$ cat src/sv/cfee_pkg.sv
// Shared types and constants for the centered FIR edge extrapolation unit.
`default_nettype none
package cfee_pkg;

  localparam int CNT_W    = 16;
  localparam int TAPCNT_W = 6;
  localparam int TAP_W    = 16;
  localparam int FRAC_W   = 15;
  localparam int RES_W    = 24;
  localparam int M_W      = 7;
  localparam int POS_W    = 17;
  localparam int TIDX_W   = 5;

  typedef enum logic [1:0] {
    KIND_HEAD,
    KIND_MID,
    KIND_TAIL
  } kind_e;

  typedef enum logic {
    CMD_TAP    = 1'b0,
    CMD_SAMPLE = 1'b1
  } command_e;

  typedef enum logic [2:0] {
    ST_IDLE,
    ST_CHECK,
    ST_LOOP,
    ST_TAIL,
    ST_MAC,
    ST_DRAIN,
    ST_PUT
  } state_e;

  typedef struct packed {
    logic              tap_we;
    logic              sample_we;
    logic              clear_acc;
    logic              issue;
    logic [M_W-1:0]    k;
    kind_e             kind;
    logic [POS_W-1:0]  pos;
    logic [M_W-1:0]    m;
    logic [M_W-1:0]    h2;
    logic [CNT_W-1:0]  s;
    logic              sat;
    logic              load_out;
    logic              out_zero;
    logic              out_last;
    logic              out_err;
  } cmd_t;

endpackage
`default_nettype wire

$ cat src/sv/cfee_ctrl.sv
// Controller: block bookkeeping, output scheduling and MAC sequencing.
`default_nettype none
module cfee_ctrl #(
  parameter int MAX_TAPS = 32
) (
  input  wire logic                              clk_i,
  input  wire logic                              rst_ni,
  input  wire logic                              in_valid_i,
  output logic                                   in_ready_o,
  input  wire logic                              command_i,
  input  wire logic                              is_last_i,
  input  wire logic                              cfg_valid_i,
  output logic                                   cfg_ready_o,
  input  wire logic [cfee_pkg::TAPCNT_W-1:0]     cfg_data_i,
  output logic                                   out_valid_o,
  input  wire logic                              out_ready_i,
  input  wire logic                              pipe_busy_i,
  output cfee_pkg::cmd_t                         cmd_o
);
  import cfee_pkg::*;

  state_e                state_q, state_d;
  logic [TAPCNT_W-1:0]   tap_count_q;
  logic [CNT_W-1:0]      s_q, s_d, oc_q, oc_d;
  logic                  last_q, last_d, any_q, any_d, tail_q, tail_d;
  logic                  done_q, done_d, final_q, final_d;
  logic                  zero_q, zero_d, err_q, err_d, out_valid_q, out_valid_d;
  logic [1:0]            n_q, n_d;
  logic [M_W-1:0]        j_q, j_d, k_q, k_d;
  kind_e                 kind_q, kind_d;
  logic [POS_W-1:0]      pos_q, pos_d;

  logic [M_W-1:0]        m, h2, dd, need;
  logic                  sat, short_blk, can;
  logic [POS_W-1:0]      o17, s17, s1;
  logic [1:0]            cap;

  always_comb begin
    if (tap_count_q == '0) begin
      m = M_W'(1);
    end else if (32'(tap_count_q) > MAX_TAPS) begin
      m = M_W'(MAX_TAPS);
    end else begin
      m = M_W'(tap_count_q);
    end
    h2   = m >> 1;
    dd   = m - M_W'(1) - h2;
    need = (m < M_W'(2)) ? M_W'(2) : m;
    sat  = &s_q;
    o17  = {1'b0, oc_q};
    s17  = {1'b0, s_q};
    s1   = s17 + POS_W'(1);
    cap  = last_q ? 2'd1 : 2'd2;
    short_blk = last_q && !sat && (s1 < POS_W'(need));
    can = (n_q < cap) && (o17 + POS_W'(dd) <= s17)
          && !(last_q && (o17 + POS_W'(h2) >= s1))
          && !((o17 < POS_W'(h2)) && (s_q == '0));
  end

  always_comb begin
    state_d     = state_q;
    s_d         = s_q;
    oc_d        = oc_q;
    last_d      = last_q;
    any_d       = any_q;
    tail_d      = tail_q;
    done_d      = done_q;
    final_d     = final_q;
    zero_d      = zero_q;
    err_d       = err_q;
    n_d         = n_q;
    j_d         = j_q;
    k_d         = k_q;
    kind_d      = kind_q;
    pos_d       = pos_q;
    out_valid_d = out_valid_q && !out_ready_i;
    in_ready_o  = 1'b0;

    cmd_o           = '0;
    cmd_o.k         = k_q;
    cmd_o.kind      = kind_q;
    cmd_o.pos       = pos_q;
    cmd_o.m         = m;
    cmd_o.h2        = h2;
    cmd_o.s         = s_q;
    cmd_o.sat       = sat;
    cmd_o.out_zero  = zero_q;
    cmd_o.out_last  = final_q;
    cmd_o.out_err   = err_q;

    unique case (state_q)
      ST_IDLE: begin
        in_ready_o = 1'b1;
        if (in_valid_i) begin
          if (command_i == CMD_TAP) begin
            cmd_o.tap_we = 1'b1;
          end else begin
            cmd_o.sample_we = 1'b1;
            last_d  = is_last_i;
            n_d     = '0;
            any_d   = 1'b0;
            tail_d  = 1'b0;
            done_d  = 1'b0;
            j_d     = '0;
            k_d     = '0;
            state_d = ST_CHECK;
          end
        end
      end
      ST_CHECK: begin
        if (short_blk) begin
          zero_d  = 1'b1;
          err_d   = 1'b1;
          final_d = 1'b1;
          done_d  = 1'b1;
          state_d = ST_PUT;
        end else begin
          state_d = ST_LOOP;
        end
      end
      ST_LOOP: begin
        zero_d = 1'b0;
        err_d  = 1'b0;
        if (sat) begin
          if (n_q == '0 && (!last_q || m[0])) begin
            kind_d  = KIND_MID;
            pos_d   = '0;
            final_d = last_q && (h2 == '0);
            n_d     = n_q + 2'd1;
            any_d   = 1'b1;
            cmd_o.clear_acc = 1'b1;
            state_d = ST_MAC;
          end else begin
            state_d = ST_TAIL;
          end
        end else if (can) begin
          if (o17 < POS_W'(h2)) begin
            kind_d = KIND_HEAD;
            pos_d  = o17;
          end else begin
            kind_d = KIND_MID;
            pos_d  = s17 - (o17 + POS_W'(dd));
          end
          if (oc_q != '1) begin
            oc_d = oc_q + CNT_W'(1);
          end
          final_d = last_q && (h2 == '0);
          n_d     = n_q + 2'd1;
          any_d   = 1'b1;
          cmd_o.clear_acc = 1'b1;
          state_d = ST_MAC;
        end else begin
          state_d = ST_TAIL;
        end
      end
      ST_TAIL: begin
        tail_d = 1'b1;
        zero_d = 1'b0;
        err_d  = 1'b0;
        if (!last_q) begin
          if (!sat) begin
            s_d = s_q + CNT_W'(1);
          end
          state_d = ST_IDLE;
        end else if (j_q < h2) begin
          kind_d  = KIND_TAIL;
          pos_d   = POS_W'(j_q);
          final_d = (j_q == h2 - M_W'(1));
          j_d     = j_q + M_W'(1);
          any_d   = 1'b1;
          cmd_o.clear_acc = 1'b1;
          state_d = ST_MAC;
        end else if (!any_q) begin
          zero_d  = 1'b1;
          final_d = 1'b1;
          done_d  = 1'b1;
          state_d = ST_PUT;
        end else begin
          s_d     = '0;
          oc_d    = '0;
          state_d = ST_IDLE;
        end
      end
      ST_MAC: begin
        cmd_o.issue = 1'b1;
        if (k_q == m - M_W'(1)) begin
          k_d     = '0;
          state_d = ST_DRAIN;
        end else begin
          k_d = k_q + M_W'(1);
        end
      end
      ST_DRAIN: begin
        if (!pipe_busy_i) begin
          state_d = ST_PUT;
        end
      end
      ST_PUT: begin
        if (!out_valid_q || out_ready_i) begin
          cmd_o.load_out = 1'b1;
          out_valid_d    = 1'b1;
          if (done_q) begin
            s_d     = '0;
            oc_d    = '0;
            state_d = ST_IDLE;
          end else if (tail_q) begin
            state_d = ST_TAIL;
          end else begin
            state_d = ST_LOOP;
          end
        end
      end
      default: state_d = ST_IDLE;
    endcase
  end

  always_ff @(posedge clk_i or negedge rst_ni) begin
    if (!rst_ni) begin
      state_q     <= ST_IDLE;
      tap_count_q <= TAPCNT_W'(1);
      s_q         <= '0;
      oc_q        <= '0;
      last_q      <= 1'b0;
      any_q       <= 1'b0;
      tail_q      <= 1'b0;
      done_q      <= 1'b0;
      final_q     <= 1'b0;
      zero_q      <= 1'b0;
      err_q       <= 1'b0;
      out_valid_q <= 1'b0;
      n_q         <= '0;
      j_q         <= '0;
      k_q         <= '0;
      kind_q      <= KIND_HEAD;
      pos_q       <= '0;
    end else begin
      state_q <= state_d;
      if (cfg_valid_i) begin
        tap_count_q <= cfg_data_i;
      end
      s_q         <= s_d;
      oc_q        <= oc_d;
      last_q      <= last_d;
      any_q       <= any_d;
      tail_q      <= tail_d;
      done_q      <= done_d;
      final_q     <= final_d;
      zero_q      <= zero_d;
      err_q       <= err_d;
      out_valid_q <= out_valid_d;
      n_q         <= n_d;
      j_q         <= j_d;
      k_q         <= k_d;
      kind_q      <= kind_d;
      pos_q       <= pos_d;
    end
  end

  assign cfg_ready_o = 1'b1;
  assign out_valid_o = out_valid_q;

endmodule
`default_nettype wire

$ cat config.mk
export PLATFORM = sky130hd
export DESIGN_NAME = cfee_ctrl
export DESIGN_NICKNAME = d
export VERILOG_FILES = /design/src/sv/cfee_pkg.sv /design/src/sv/cfee_ctrl.sv
export SDC_FILE = /design/constraint.sdc
export NUM_CORES = 1
export LEC_CHECK = 0
export BUFFER_PORTS_ARGS = -buffer_cell sky130_fd_sc_hd__clkbuf_2
export CAP_MARGIN = 20
export CORE_UTILIZATION = 55
export DETAILED_ROUTE_END_ITERATION = 8
export HOLD_SLACK_MARGIN = 0.05
export PLACE_DENSITY = 0.75
export SLEW_MARGIN = 40
export SYNTH_ARGS = -nofsm -noshare
export SYNTH_HDL_FRONTEND = slang
export SYNTH_SLANG_ARGS = --single-unit
$ cat constraint.sdc
create_clock -name clk_i -period 11.5 [get_ports clk_i]
set_input_delay 0.575 -clock clk_i [delete_from_list [all_inputs] [get_ports clk_i]]
set_output_delay 0.575 -clock clk_i [all_outputs]
set_load 0.02 [all_outputs]
# Yosys cells after proc, flatten, opt, wreduce, memory -nomap -nowiden
# Cells that the tools add are included.
# op_classes
add_sub_neg	12
magnitude_cmp	8
n_eq_ne	30
mux	99
n_reduce_logical	49
# op_table
operator	count
$mux W16	10
$mux W17	6
$mux W7	7
$pmux W16 S3	1
$mux W3	12
$mux W1	34
$pmux W17 S2	1
$add A16 B1 Y16 const B	2
$pmux W16 S2	1
$ne A2 B2 Y1 const B	15
$mux W2	14
$pmux W7 S2	2
$pmux W3 S7	1
$reduce_and A5 Y1	4
$ne A3 B3 Y1 const B	6
$add A16 B1 Y17 const B	1
$add A16 B6 Y17	1
$add A16 B7 Y17	1
$ge A17 B17 Y1	1
$le A17 B16 Y1	1
$lt A17 B7 Y1	1
$sub A16 B17 Y17	1
$logic_not A16 Y1	1
$lt A16 B6 Y1	1
34 further kinds	73
# word_totals
ff_bits	84
in_bits	14
out_inout_bits	68

# Longest topological paths before layout
# depth
word_depth	13
depth_mapped	29
ltp_nobuf	28

# Worst setup path before layout
# Ideal clock, no wire load.
# synth_timing
kind	reg2out
start	register tap_count_q[4]
end	output port cmd_o[62] (netlist bit)
t_arrival_ns	5.695
required_time_ns	10.925
slack_ns	5.230
stages_incl_launch_ff	27
n_path_buf	1
cell_sequence	dfrtp_1 -> nor4_2 -> nor2_1 -> nor2_4 -> inv_2 -> ha_1 -> xor2_1 -> ha_1 -> nor2b_1 -> o21ai_0 -> nand2b_1 -> a211oi_1 -> xnor2_1 -> ha_1 -> o21a_1 -> o21ai_0 -> or2_2 -> nor3_1 -> xnor2_1 -> ha_1 -> o21a_1 -> a21oi_1 -> a211o_1 -> a211oi_1 -> a31oi_1 -> o21ai_1 -> clkbuf_1
# synth_rtl
item	line_no	source
start: declaration	cfee_ctrl.sv:23	logic [TAPCNT_W-1:0] tap_count_q;
start signal: assignment	cfee_ctrl.sv:239	tap_count_q <= cfg_data_i;
end: declaration	cfee_ctrl.sv:18	output cfee_pkg::cmd_t cmd_o

==> results by group <==
Run status
  – Outcome: completed

Clock tree
  – Sinks on Clock Net: 84
  – Insertion delay to the later sink of the worst-skew pair: 360 ps
  – Clock tree from TritonCTS: yes
  – Clock buffer count from CTS: 9
  – Buffer levels on the longest clock path: 2
  – H-tree depth reported by CTS: 3
  – Post-CTS Hold Buffers: 0
  – Total setup buffers inserted after CTS: 0
  – Library cell used as clock root buffer: clkbuf_16
  – PostCTS Resize Cnt: 0
  – Clock input transition at the sequential cells of the worst setup and hold paths: around 70 ps

STA
  – Worst clock skew on the final layout: 9.07 ps
  – Setup TNS after final layout: 0 ps
  – Achievable clock frequency: 0.139 GHz
  – Setup repair after global routing missed its margin: false
  – Number of hold violations in the final report: 0
  – Minimum clock period: around 7200 ps
  – Slew @ Worst Pin: around 830 ps
  – Number of max-slew violations in the final report: 0
  – Post-route clock period utilization: 62.5%
  – Setup violations, final: 0
  – Max transition margin: 44.5%

Yosys
  – Main combinational cell family by area after synthesis: simple AND/OR/NAND/NOR gates
  – Xor/xnor cell area share of the yosys netlist: 8.80%
  – Share of the synthesized area in compound gates (AO/OA/AOI/OAI): 20.2%
  – Adder and majority cell fraction of the synthesized area: 13.3%
  – Post-Synthesis Cell Area: 0.00772 sq mm
  – Library cell occupying the most area in the post-synthesis netlist: dfrtp_1
  – Synth warn: 0
  – Number of synthesized flops with an enable pin: 0
  – Commonest cells in the synthesized netlist: nor2_1 (94), dfrtp_1 (83), nand2_1 (80)
  – Seq cells post-synth: 84
  – Ranking of synthesized cells by area: dfrtp_1 (27%), ha_1 (12%), nor2_1 (4.6%), xnor2_1 (4.4%), xor2_1 (4.1%)
  – Most common cell in the synthesized netlist: nor2_1
  – Mean instance size in the synthesized netlist: roughly 8.1 sq um
  – Simple-gate share of the synthesized area: 21.8%
  – Post-synthesis sequential area ratio: 27.2%
  – Cells after Synth: 948
  – Yosys top cell area share: about 27%
  – Flip-flop cell with the highest count after synthesis: dfrtp_1
  – Distinct cells, synth: 75
  – Post-synthesis mux area share: 2.15%
  – Post-synthesis async set-or-reset flop share: 100%

Power
  – PwrDens: roughly 260 mW/mm^2
  – Power after layout: 2.19 mW
  – Largest vdd supply drop: 126 uV
  – Leakage power: 3.92 nW

Critical path
  – Worst Path Arrival: 6610 ps
  – Req. time, crit path: 10930 ps
  – Worst setup SP type: flop
  – Critical-path maximum fanout: 36
  – Reg-to-Reg End: oc_q[7]
  – Critical path start-end classification: reg2out
  – Register-to-register path setup slack: around 4700 ps
  – Number of cells on the worst reg-to-reg path: 27
  – Capturing element type of the critical path: output pin
  – Launch instance of the worst register-to-register path: tap_count_q[5]

Floorplanning
  – Row count: between 40 and 50
  – Vertical die dimension: 121 um
  – Number of ports placed on the die boundary: 82
  – Standard cell core area: 0.0135 sq mm
  – Initial standard-cell utilization of the core: 57.4%
  – Die area: 0.0145 sq mm
  – DIE WIDTH: 121 um

Detailed routing
  – First drt pass iteration count: 6
  – Final antenna-violating net count: 0
  – DRC violations left: 0
  – Via-to-Cell Ratio: 6.11
  – Vias after detailed routing: about 7000
  – Average wire per cell in the routed design: 18.4 um
  – Routed Wire Length: approximately 21000 um
  – DRT iter0 DRCs: ~710

Placed design
  – Number of buffers inserted by port buffering: 77
  – DP Wirelength: 16400 um
  – Gp weighted congestion: 1.01

Layout
  – Share of final-layout standard cells stronger than drive strength 1: about 14%
  – Area growth syn-to-layout: 8.86%
  – Count of nets after finishing: about 1100
  – Inserted Diodes: 0

GRT
  – Number of antenna violations at the first check in global routing: 0
  – Vias in the first global route: 6569
  – All-Layer GR Usage: 30.9%
  – First-pass GRT wire length: 34600 um
  – Maximum number of pins on one net before global-route repair: between 50 and 60
  – Grt total ovfl: 0

Min path
  – Hold Path Class: in2async

Flow run
  – Number of max-cap violations: 0
==> cells in the final DEF (no fill, tap or decap), types with 7 or more instances in the layout <==
cell	count
nor3b_1	7
xor2_1	36
nor2_1	93
clkbuf_16	9
dfrtp_1	83
nand2_1	80
nor3_1	19
nor4_1	8
xnor2_1	39
o21a_1	8
a22o_1	10
o21ai_0	44
o31ai_1	17
mux2_2	8
and3_1	7
nand3_1	48
nand4_1	14
o21ai_1	15
ha_1	76
clkbuf_2	76
a21o_1	16
inv_1	50
o211ai_1	8
a21oi_1	60
nor2b_1	14
nand2b_1	17
buf_4	9
==> power breakdown <==
part | switching, mW | internal, mW | leakage [nW]
combinational | 0.835 | 0.551 | 2.70
clock | 0.139 | 0.150 | 0.137
sequential | 0.136 | 0.376 | 1.09
==> worst max-delay path, cell delays in order (launching register included) <==
cell	delay (ps)
dfrtp_1	680
inv_2	190
nand2_1	310
ha_1	320
o211ai_1	230
nand3_1	140
o211ai_1	120
ha_1	340
o21ai_0	90
nand2b_1	100
a211oi_1	300
xnor2_1	110
ha_1	350
o21a_1	130
o21ai_0	90
or2_2	360
nor2_1	120
xnor2_1	160
ha_1	330
a21o_1	200
a21o_1	170
a21o_1	180
a211o_1	280
o31ai_1	430
o21ai_2	70
buf_4	250
clkbuf_2	200
==> layer usage <==
layer / up-vias / global-route usage (%) / share of wire [%]
met5: - / 0 / 0
met3: 45 / 4.15 / 7.5
met4: 0 / 12.8 / 3.1
met2: 319 / 44.9 / 42
li1: 3437 / - / -
met1: 3329 / 45.7 / 47
==> state kept, by name (all words and copies together) (netlist names), 2 cells and up <==
signal and count:
j_q 7, k_q 7, kind_q 2, n_q 2, oc_q 16, pos_q 17
s_q 16, state_q 3, tap_count_q 6
==> through the flow <==
stage,instance area [sq um],worst slack [ps],std cells,util (%),hold slack (ps)
after detailed placement,8130,4760,1151,60.4,483
after global routing,8410,3780,1167,62.5,175
final,8410,4320,1167,62.5,136
after floorplan,7730,5230,950,-,279
after global placement,8120,4890,1151,60.3,480
after CTS,8410,4380,1167,62.5,145
==> kinds of logic (layout without fill, tap and decap cells) <==
group | Yosys count | count (layout)
flip-flops | 84 | 84
other | 2 | 4
adder cells (fa/ha/maj) | 80 | 80
AND/OR/NAND/NOR | 340 | 340
multiplexers | 15 | 15
XOR/XNOR | 76 | 76
AO/OA/AOI/OAI | 238 | 238
buffers and inverters | 113 | 154
==> area by class of cell <==
class	count	area [sq um]
clock buffers	9	225
inverters	53	199
repair buffers	85	448
flip-flops and latches	84	2100
clock inverters	7	56.3
fillers	1244	5040
well taps	176	220
multi-input cells	753	5160
==> worst max path at each step <==
stage | start | endpoint | slack (ps) | cells after the start
floorplan | tap_count_q[4] | cmd_o[62] | 5230 | 26
global placement | tap_count_q[5] | oc_q[7] | 4890 | 27
detailed placement | tap_count_q[5] | oc_q[7] | 4760 | 27
CTS | tap_count_q[5] | cmd_o[62] | 4380 | 26
global route | tap_count_q[5] | cmd_o[62] | 3780 | 26
finish | tap_count_q[5] | cmd_o[62] | 4320 | 26
Note: power is estimated with default switching activity, not from simulation.
